==> src/rtl/nsdf_pkg.sv <==
`timescale 1ns / 1ps
// ----------------------------------------------------------------------------
// Netstring deframer package
// Shared constants, result codes and the result word type of the deframer.
// ----------------------------------------------------------------------------
package nsdf_pkg;

   localparam int LENGTH_BITS_DEF = 16;

   localparam logic [15:0] MAX_LENGTH_RESET = 16'd32766;
   localparam logic        MODE_RESET       = 1'b1;

   // Configuration register indexes.
   localparam logic CSR_MODE    = 1'b0;
   localparam logic CSR_MAX_LEN = 1'b1;

   // Result kinds.
   localparam logic [1:0] KIND_BYTE   = 2'd0;
   localparam logic [1:0] KIND_ACCEPT = 2'd1;
   localparam logic [1:0] KIND_ERROR  = 2'd2;

   // Error codes.
   localparam logic [2:0] ERR_NONE    = 3'd0;
   localparam logic [2:0] ERR_BADCHAR = 3'd1;
   localparam logic [2:0] ERR_ZERO    = 3'd2;
   localparam logic [2:0] ERR_LONG    = 3'd3;
   localparam logic [2:0] ERR_TERM    = 3'd4;

   // Characters of the framing.
   localparam logic [7:0] CH_SPACE = 8'h20;
   localparam logic [7:0] CH_TAB   = 8'h09;
   localparam logic [7:0] CH_CR    = 8'h0d;
   localparam logic [7:0] CH_LF    = 8'h0a;
   localparam logic [7:0] CH_ZERO  = 8'h30;
   localparam logic [7:0] CH_NINE  = 8'h39;
   localparam logic [7:0] CH_COLON = 8'h3a;
   localparam logic [7:0] CH_COMMA = 8'h2c;

   typedef struct packed {
      logic [1:0] kind;
      logic [7:0] payload;
      logic       last;
      logic [2:0] error_code;
   } nsdf_result_type;

endpackage

==> src/rtl/netstring_deframer_core.sv <==
`timescale 1ns / 1ps
// ----------------------------------------------------------------------------
// Netstring deframer core
// Decodes length-prefixed netstring frames from a byte stream, or passes
// receive chunks through unchanged in raw mode.
// ----------------------------------------------------------------------------
// A result is registered in the output register, or in the skid entry while the output is stalled.
// One word is taken per cycle while req_stall is low.
// A two-entry output buffer lets the input keep flowing for one word while a
// result is stalled; req_stall rises only once both entries are full.
// Reset (synchronous): netstring mode on, max_length 32766, decoder idle.
module netstring_deframer_core #(
   parameter int LENGTH_BITS = nsdf_pkg::LENGTH_BITS_DEF
) (
   input  logic        clock,
   input  logic        reset,
   input  logic        req_valid,
   output logic        req_stall,
   input  logic [7:0]  req_data_byte,
   input  logic        req_chunk_end,
   output logic        rsp_valid,
   input  logic        rsp_stall,
   output logic [1:0]  rsp_kind,
   output logic [7:0]  rsp_payload,
   output logic        rsp_last,
   output logic [2:0]  rsp_error_code,
   input  logic        csr_write_enable,
   input  logic        csr_index,
   input  logic [15:0] csr_write_data
);

   localparam int CalcW = ((LENGTH_BITS > 16) ? LENGTH_BITS : 16) + 4;

   typedef enum logic [2:0] {
      PH_IDLE,
      PH_LEN,
      PH_PAY,
      PH_TERM,
      PH_DROP
   } phase_type;

   phase_type                 phase_ff, phase_in;
   logic [LENGTH_BITS-1:0]    len_ff, len_in;
   logic                      mode_ff;
   logic [15:0]               max_len_ff;

   logic                      rsp_valid_ff;
   nsdf_pkg::nsdf_result_type rsp_ff;
   logic                      skid_valid_ff;
   nsdf_pkg::nsdf_result_type skid_ff;

   logic                      accept;
   logic                      has_result;
   nsdf_pkg::nsdf_result_type result;

   logic                      is_digit;
   logic                      is_space;
   logic [3:0]                digit_val;
   logic [CalcW-1:0]          limit;
   logic [CalcW-1:0]          max_len_w;
   logic [CalcW-1:0]          cap_w;
   logic [CalcW-1:0]          len_w;
   logic [CalcW-1:0]          len_next_w;
   logic [CalcW-1:0]          digit_w;
   logic [LENGTH_BITS-1:0]    len_dec;

   assign req_stall = skid_valid_ff;
   assign accept    = req_valid && !req_stall;

   assign is_digit  = (req_data_byte >= nsdf_pkg::CH_ZERO) &&
                      (req_data_byte <= nsdf_pkg::CH_NINE);
   assign is_space  = (req_data_byte == nsdf_pkg::CH_SPACE) ||
                      (req_data_byte == nsdf_pkg::CH_TAB) ||
                      (req_data_byte == nsdf_pkg::CH_CR) ||
                      (req_data_byte == nsdf_pkg::CH_LF);
   assign digit_val = 4'(req_data_byte - nsdf_pkg::CH_ZERO);

   // The limit in force is max_length capped at the largest count the
   // length register can hold.
   assign max_len_w = CalcW'(max_len_ff);
   assign cap_w     = CalcW'({LENGTH_BITS{1'b1}});
   assign limit     = (max_len_w < cap_w) ? max_len_w : cap_w;

   assign len_w      = CalcW'(len_ff);
   assign digit_w    = CalcW'(digit_val);
   assign len_next_w = (len_w << 3) + (len_w << 1) + digit_w;
   assign len_dec    = len_ff - LENGTH_BITS'(1);

   always_comb begin
      phase_in   = phase_ff;
      len_in     = len_ff;
      has_result = 1'b0;
      result     = '{kind: nsdf_pkg::KIND_BYTE, payload: 8'd0, last: 1'b0,
                     error_code: nsdf_pkg::ERR_NONE};
      if (!mode_ff) begin
         has_result     = 1'b1;
         result.payload = req_data_byte;
         result.last    = req_chunk_end;
      end else begin
         unique case (phase_ff)
            PH_LEN: begin
               if (is_digit) begin
                  if (len_next_w > limit) begin
                     has_result        = 1'b1;
                     result.kind       = nsdf_pkg::KIND_ERROR;
                     result.error_code = nsdf_pkg::ERR_LONG;
                  end else begin
                     len_in = LENGTH_BITS'(len_next_w);
                  end
               end else if (req_data_byte == nsdf_pkg::CH_COLON) begin
                  if (len_ff == '0) begin
                     has_result        = 1'b1;
                     result.kind       = nsdf_pkg::KIND_ERROR;
                     result.error_code = nsdf_pkg::ERR_ZERO;
                  end else begin
                     phase_in = PH_PAY;
                  end
               end else begin
                  has_result        = 1'b1;
                  result.kind       = nsdf_pkg::KIND_ERROR;
                  result.error_code = nsdf_pkg::ERR_BADCHAR;
               end
            end
            PH_PAY: begin
               len_in         = len_dec;
               has_result     = 1'b1;
               result.payload = req_data_byte;
               if (len_dec == '0) begin
                  phase_in = PH_TERM;
               end
            end
            PH_TERM: begin
               has_result = 1'b1;
               if (req_data_byte == nsdf_pkg::CH_COMMA) begin
                  phase_in    = PH_IDLE;
                  len_in      = '0;
                  result.kind = nsdf_pkg::KIND_ACCEPT;
               end else begin
                  result.kind       = nsdf_pkg::KIND_ERROR;
                  result.error_code = nsdf_pkg::ERR_TERM;
               end
            end
            PH_DROP: begin
               if (req_chunk_end) begin
                  phase_in = PH_IDLE;
               end
            end
            default: begin
               // Idle, and any unused phase code behaves as idle.
               phase_in = PH_IDLE;
               if (is_space) begin
                  has_result = 1'b0;
               end else if (is_digit) begin
                  if (digit_w > limit) begin
                     has_result        = 1'b1;
                     result.kind       = nsdf_pkg::KIND_ERROR;
                     result.error_code = nsdf_pkg::ERR_LONG;
                  end else begin
                     len_in   = LENGTH_BITS'(digit_val);
                     phase_in = PH_LEN;
                  end
               end else if (req_data_byte == nsdf_pkg::CH_COLON) begin
                  has_result        = 1'b1;
                  result.kind       = nsdf_pkg::KIND_ERROR;
                  result.error_code = nsdf_pkg::ERR_ZERO;
               end else begin
                  has_result        = 1'b1;
                  result.kind       = nsdf_pkg::KIND_ERROR;
                  result.error_code = nsdf_pkg::ERR_BADCHAR;
               end
            end
         endcase
         // Any error drops the rest of the chunk.
         if (has_result && result.kind == nsdf_pkg::KIND_ERROR) begin
            phase_in = req_chunk_end ? PH_IDLE : PH_DROP;
            len_in   = '0;
         end
      end
   end

   always_ff @(posedge clock) begin
      if (reset) begin
         phase_ff      <= PH_IDLE;
         len_ff        <= '0;
         mode_ff       <= nsdf_pkg::MODE_RESET;
         max_len_ff    <= nsdf_pkg::MAX_LENGTH_RESET;
         rsp_valid_ff  <= 1'b0;
         skid_valid_ff <= 1'b0;
      end else begin
         if (csr_write_enable) begin
            unique case (csr_index)
               nsdf_pkg::CSR_MODE: begin
                  mode_ff  <= csr_write_data[0];
                  phase_ff <= PH_IDLE;
                  len_ff   <= '0;
               end
               nsdf_pkg::CSR_MAX_LEN: begin
                  max_len_ff <= csr_write_data;
               end
            endcase
         end else if (accept && mode_ff) begin
            phase_ff <= phase_in;
            len_ff   <= len_in;
         end

         // Output side: the skid entry refills the output register first.
         if (!rsp_stall && skid_valid_ff) begin
            rsp_ff        <= skid_ff;
            skid_valid_ff <= 1'b0;
         end else if (accept && has_result) begin
            if (rsp_valid_ff && rsp_stall) begin
               skid_ff       <= result;
               skid_valid_ff <= 1'b1;
            end else begin
               rsp_ff       <= result;
               rsp_valid_ff <= 1'b1;
            end
         end else if (!rsp_stall) begin
            rsp_valid_ff <= 1'b0;
         end
      end
   end

   assign rsp_valid      = rsp_valid_ff;
   assign rsp_kind       = rsp_ff.kind;
   assign rsp_payload    = rsp_ff.payload;
   assign rsp_last       = rsp_ff.last;
   assign rsp_error_code = rsp_ff.error_code;

   // The skid entry is only ever filled behind a waiting output word.
   a_skid_behind_output : assert property (@(posedge clock) disable iff (reset)
      skid_valid_ff |-> rsp_valid_ff)
      else $error("skid entry holds a word while the output is empty");

   // While payload bytes are being passed, some are still owed.
   a_pay_count_nonzero : assert property (@(posedge clock) disable iff (reset)
      (mode_ff && phase_ff == PH_PAY) |-> (len_ff != '0))
      else $error("payload phase with a zero remaining count");

   // Error codes appear only on error results.
   a_code_on_error : assert property (@(posedge clock) disable iff (reset)
      (rsp_valid_ff && rsp_ff.kind != nsdf_pkg::KIND_ERROR) |->
         (rsp_ff.error_code == nsdf_pkg::ERR_NONE))
      else $error("error code set on a non-error result");

   // An error result sends the decoder to drop or idle.
   a_error_leaves_frame : assert property (@(posedge clock) disable iff (reset)
      (accept && mode_ff && !csr_write_enable && has_result &&
       result.kind == nsdf_pkg::KIND_ERROR) |=>
         (phase_ff == PH_DROP || phase_ff == PH_IDLE))
      else $error("decoder stayed inside a frame after an error");

   // A stalled result word holds still until it is taken.
   a_rsp_held_while_stalled : assert property (@(posedge clock) disable iff (reset)
      (rsp_valid_ff && rsp_stall) |=> (rsp_valid_ff && $stable(rsp_ff)))
      else $error("result word changed while stalled");

endmodule

==> config.mk <==
export PLATFORM = sky130hd
export DESIGN_NAME = netstring_deframer_core
export DESIGN_NICKNAME = d
export VERILOG_FILES = /design/src/rtl/nsdf_pkg.sv /design/src/rtl/netstring_deframer_core.sv
export SDC_FILE = /design/constraint.sdc
export NUM_CORES = 1
export LEC_CHECK = 0
export BUFFER_PORTS_ARGS = -buffer_cell sky130_fd_sc_hd__buf_4
export CORE_ASPECT_RATIO = 1.75
export CORE_MARGIN = 2
export CORE_UTILIZATION = 55
export CTS_CLUSTER_DIAMETER = 150
export CTS_CLUSTER_SIZE = 10
export DETAILED_ROUTE_END_ITERATION = 8
export PLACE_DENSITY = 0.75
export SETUP_SLACK_MARGIN = 0.1
export SYNTH_ARGS = -nofsm -noshare
export SYNTH_HDL_FRONTEND = slang
export SYNTH_SLANG_ARGS = --single-unit
==> constraint.sdc <==
create_clock -name clock -period 13.1 [get_ports clock]
set_input_delay 0.655 -clock clock [delete_from_list [all_inputs] [get_ports clock]]
set_output_delay 0.655 -clock clock [all_outputs]
set_load 0.01 [all_outputs]
# After elaboration in Yosys (flattened, before gate mapping)
# Index checks and enable logic that the tools add are counted.
dict set report op_classes {
  n_bitwise 3
  n_mux 70
  n_reduce_logical 29
  n_eq_ne 26
  add_sub_neg 4
  order_cmp 5
}
# cell n
set ops {}
lappend ops {{$mux 16} 12}
lappend ops {{$pmux 16 s4} 1}
lappend ops {{$mux 3} 18}
lappend ops {{$mux 14} 3}
lappend ops {{$logic_not 16->1} 2}
lappend ops {{$ne 4x4->1 const B} 8}
lappend ops {{$mux 2} 14}
lappend ops {{$eq 8x4->1 const B} 3}
lappend ops {{$eq 8x6->1 const B} 3}
lappend ops {{$add 19x17->20} 1}
lappend ops {{$add 20x4->20} 1}
lappend ops {{$gt 20x16->1} 1}
lappend ops {{$gt 4x16->1} 1}
lappend ops {{$lt 16x16->1 const B} 1}
lappend ops {{$mux 1} 16}
lappend ops {{$mux 8} 2}
lappend ops {{$sub 16x1->16 const B} 1}
lappend ops {{$ne 6x2->1 const B} 2}
lappend ops {{$pmux 3 s4} 1}
lappend ops {{$reduce_and 10->1} 1}
lappend ops {{$pmux 3 s3} 1}
lappend ops {{$reduce_and 9->1} 1}
lappend ops {{$ge 8x6->1 const B} 1}
lappend ops {{$le 8x6->1 const B} 1}
lappend ops {{20 further kinds} 41}
dict set report totals {
  ff_bits 66
}

# Logic depth before layout (Yosys ltp)
dict set report logic_depth {
  word_depth 14
  mapped_depth 22
  depth_no_buf 21
}

# Worst setup path after synthesis
# OpenSTA, ideal clock, no wires.
dict set report synth_path {
  path_type {input to register}
  from {input port req_data_byte[3]}
  to {register skid_ff[0] (netlist name), enable pin}
  arrival_ns 4.897
  path_stages 20
  setup_ns 0.403
  slack_ns 7.800
  cell_sequence {inv_1 fa_1 inv_1 ha_1 a21oi_1 nand4b_1 nand2_1 a21o_1 a221o_1 a21oi_1 xnor2_1 ha_1 nand4_1 a211oi_1 o31ai_1 nand2_1 nor4_1 o21ai_1 nand2_1 nor3_1}
}
dict set report synth_via {
  elab_chain_len 10
  elab_cells_between_ends 26
}
# item line
set synth_rtl {}
lappend synth_rtl {{start: declaration} netstring_deframer_core.sv:19} ;# input logic [7:0] req_data_byte,
lappend synth_rtl {{$sub 4x1->4 (tied with other cells)} netstring_deframer_core.sv:76} ;# assign digit_val = 4'(req_data_byte - nsdf_pkg::CH_ZERO);
lappend synth_rtl {{$add 20x4->20 (tied with other cells)} netstring_deframer_core.sv:86} ;# assign len_next_w = (len_w << 3) + (len_w << 1) + digit_w;
lappend synth_rtl {{$gt 20x16->1 (tied with other cells)} netstring_deframer_core.sv:103} ;# if (len_next_w > limit) begin
lappend synth_rtl {{$mux 1 (tied with other cells)} netstring_deframer_core.sv:103}
lappend synth_rtl {{$mux 1, on equally long branches} {netstring_deframer_core.sv:102, netstring_deframer_core.sv:151}}
lappend synth_rtl {{$pmux 1 s3 *} netstring_deframer_core.sv:100} ;# unique case (phase_ff)
lappend synth_rtl {{$mux 1 * (2 in series)} netstring_deframer_core.sv:95} ;# if (!mode_ff) begin
lappend synth_rtl {{$logic_and 1x1->1 *} netstring_deframer_core.sv:210} ;# end else if (accept && has_result) begin
lappend synth_rtl {{$reduce_and 4->1 (no line) *} -}
lappend synth_rtl {{end signal: assignment} netstring_deframer_core.sv:212} ;# skid_ff <= result;
lappend synth_rtl {{end: declaration} netstring_deframer_core.sv:50} ;# nsdf_pkg::nsdf_result_type skid_ff;
# Mark *: on every way between the ends. The rest lies on a longest branch, timed or not. The select of a mux whose other input is x is not followed.
# A chain may end at the register's enable or synchronous reset.

# Worst setup path after layout
dict set report layout_path {
  from {input port req_data_byte[3]}
  to {register skid_ff[8] (netlist name), enable pin}
}
# The elaborated chain is that of the path after synthesis.

==> flow_summary.json <==
{
  "grt_max_degree": 25,
  "postSynthCellCount": 567,
  "required_ns": 13.05,
  "powerDensity_mw_per_mm2": 89.0,
  "drtIter0Drc": 313,
  "core_mm2": 0.00898,
  "synthSimpleGateAreaFrac_pct": 20.6,
  "rsz0062_at_grt": "false",
  "fp-row-count": 46,
  "cp_max_fo": 14,
  "seq_area_frac_synth_pct": 31.9,
  "dp.final_hpwl_mm": 10.9,
  "period_minus_slack_ns": 5.42,
  "power.leakage_nw": 2.65,
  "cts_tree": "built",
  "portBuffers": 46,
  "ys_seq_elements": 66,
  "run_status": "completed",
  "layout_common_cells": "ha_1 (52), buf_4 (48), nand2_1 (45), a21oi_1 (43), dfxtp_1 (38)",
  "drv_cap": 0,
  "final_nets": 683,
  "synth_top_area_share_pct": 16.8,
  "die_height_um": 130,
  "path_class": "input pin to flop",
  "synth_top_area_cell": "edfxtp_1",
  "overflow": 0,
  "cp.arrival_ns": 5.37,
  "synth_area_mm2": 0.00502,
  "synth-xor-area-share_pct": 4.54,
  "cts_root_buf": "clkbuf_16",
  "grt_usage_pct": 28.3,
  "antenna_found_initial": 0,
  "grt_pass1_wl_mm": 22.1,
  "clk_latency_ns": 0.33,
  "tns_ns": 0,
  "grt_pass1_vias": 4560,
  "post_route_cells_drive_above_1_share_pct": 14.9,
  "synth-async-reset-ratio_pct": 0,
  "viasPerCell": 6.35,
  "ioPinCount": 47,
  "fill_cells": 822,
  "design_area_mm2": 0.00570,
  "dieArea_mm2": 0.00994,
  "max_freq_mhz": 185,
  "worstHoldPathCells": 1,
  "irDropWorstVdd_uv": 66.9,
  "synth_adder_area_share_pct": 14.0,
  "yosys-mux-area-fraction_pct": 2.67,
  "reg2reg_from": "len_ff[2]$_SDFFE_PP0P_",
  "cp-end-kind": "flop",
  "period_share_pct": 41.3,
  "synthTopCellsByArea": "edfxtp_1 (17%), dfxtp_1 (15%), ha_1 (13%)",
  "rr_worst_depth": 21,
  "cts_setup_buffers": 0,
  "worstReg2RegEnd": "skid_ff[8]$_DFFE_PP_",
  "clk_pin_slew_worst_paths_ns": 0.06,
  "die-width_um": 76.2,
  "hp-class": "flop to flop",
  "setup_viol": 0,
  "final_max_slew_viol_count": 0,
  "synth-edff-count": 28,
  "fin_skew_ns": 0.00553,
  "synth_warnings": 0,
  "placed_area_mm2": 0.00542,
  "synthFlopType": "dfxtp_1",
  "final_antenna_net_count": 0,
  "final_common_cell": "ha_1",
  "areaGrowthSynthToFinish_pct": 13.5,
  "cts-htree-levels": 3,
  "cts_resized": 0,
  "syn_nets": 652,
  "synth-compound-area-share_pct": 21.7,
  "cts_num_sinks": 66,
  "multi_input_area_mm2": 0.00320,
  "dr.pass1.iters": 5,
  "start_kind": "input pin",
  "relSlewSlack_pct": 24.4,
  "synth_top_family_by_area": "compound AO/OA/AOI/OAI gates",
  "start_util_pct": 55.9,
  "diodes": 0,
  "gp_congestion": 0.977,
  "vias": 4593,
  "clockBufferDepth": 2,
  "avgRoutedWirePerCell_um": 19.3,
  "pre_cts_ws_ns": 7.40,
  "worstMarginPinSlew_ns": 1.13,
  "route.detailed.drc": 0,
  "fin_ws_ns": 7.68,
  "yosysUniqueCellTypes": 71,
  "seq_area_mm2": 0.00160,
  "min_from": "max_len_ff[3]$_SDFFE_PP1P_",
  "rrSetupSlack_ns": 7.71,
  "hold_viol": 0,
  "syn_area_per_cell_um2": 8.85,
  "totalWireLength_mm": 14.0,
  "ctsHoldBuffers": 0,
  "cts_buffers": 9,
  "min_to": "max_len_ff[3]$_SDFFE_PP1P_"
}
through the flow:
stage | cells | power (mW) | utilization, % | hold slack [ns]
after detailed placement | 707 | 0.285 | 60.3 | 0.451
after global placement | 707 | 0.283 | 60.3 | 0.449
after global routing | 723 | 0.525 | 63.4 | 0.486
after CTS | 723 | 0.509 | 63.4 | 0.472
final | 723 | 0.507 | 63.4 | 0.467
after floorplan | 567 | 0.262 | - | 0.435
kinds of logic (layout without fill, tap and decap cells):
group | Yosys count | after routing
AO/OA/AOI/OAI | 164 | 164
XOR/XNOR | 26 | 26
adder cells (fa/ha/maj) | 55 | 55
buffers and inverters | 57 | 93
flip-flops | 66 | 66
multiplexers | 12 | 12
AND/OR/NAND/NOR | 187 | 187
sequential cells by signal (all words and copies together) (netlist names):
register        flops
len_ff             16
max_len_ff         16
mode_ff             1
phase_ff            3
req_stall           1
rsp_error_code      3
rsp_kind            2
rsp_last            1
rsp_payload         8
rsp_valid           1
skid_ff            14
layer usage:
metal / routed length [µm] / GRT usage, % / vias up
li1: - / - / 2196
met1: 5060 / 27.4 / 2166
met2: 7500 / 54.2 / 175
met3: 551 / 4.43 / 56
met4: 852 / 19.9 / 0
met5: 0 / 0 / -
final cells by class:
type,count,area share (%)
repair buffers,48,6.33
inverters,29,1.91
well taps,120,2.64
clock buffers,11,4.26
multi-input cells,444,56.1
clock inverters,5,0.659
flip-flops and latches,66,28.1
critical path, cell delays in order:
cell     delay, ns
buf_4         0.13
inv_1         0.11
fa_1          0.54
inv_1         0.07
fa_1          0.46
a21o_1        0.21
a221o_1       0.36
nand2_1       0.10
nand2_1       0.09
a21oi_1       0.17
o21ba_2       0.15
xnor2_1       0.16
ha_1          0.29
nand4_1       0.11
nor4_1        0.07
a21oi_1       0.13
o31ai_1       0.11
nand2_1       0.08
nor4_1        0.08
o21ai_1       0.33
nand2_1       0.11
nor3_2        0.84
worst max-delay path by stage:
| stage | start | to | slack (ns) |
|---|---|---|---|
| 6_report | req_data_byte[3] | skid_ff[8]$_DFFE_PP_ | 7.68 |
| 4_1_cts | req_data_byte[3] | skid_ff[8]$_DFFE_PP_ | 7.72 |
| 3_5_place_dp | req_data_byte[3] | skid_ff[11]$_DFFE_PP_ | 7.40 |
| 3_3_place_gp | req_data_byte[3] | skid_ff[7]$_DFFE_PP_ | 7.51 |
| 2_1_floorplan | req_data_byte[3] | skid_ff[0]$_DFFE_PP_ | 7.80 |
| 5_1_grt | len_ff[0]$_SDFFE_PP0P_ | skid_ff[0]$_DFFE_PP_ | 7.27 |
Yosys cell counts (3+ instances only):
cell      instances
nor4_1           11
nor2_1           33
a21o_1           13
o211ai_1          6
nand2_1          45
xnor2_1          11
o21ai_0          13
a211o_1          17
o31ai_1           5
a211oi_1          4
inv_1            29
a21oi_1          43
o21ai_1          20
edfxtp_1         28
nand2b_1          5
a31oi_1           7
and3_1           21
xor2_1           15
clkbuf_1         22
dfxtp_1          38
mux2_2           11
nand4b_1          3
ha_1             52
nand4_1           9
nor2b_1           9
nor3_1           10
nand3b_1          4
nand3_1           7
a22oi_1          13
and2_1            9
power breakdown:
group / switching, mW / internal, mW
Sequential: 0.00489 / 0.223
Clock: 0.0917 / 0.134
Combinational: 0.0297 / 0.0240
(Power assumes the default switching activity.)
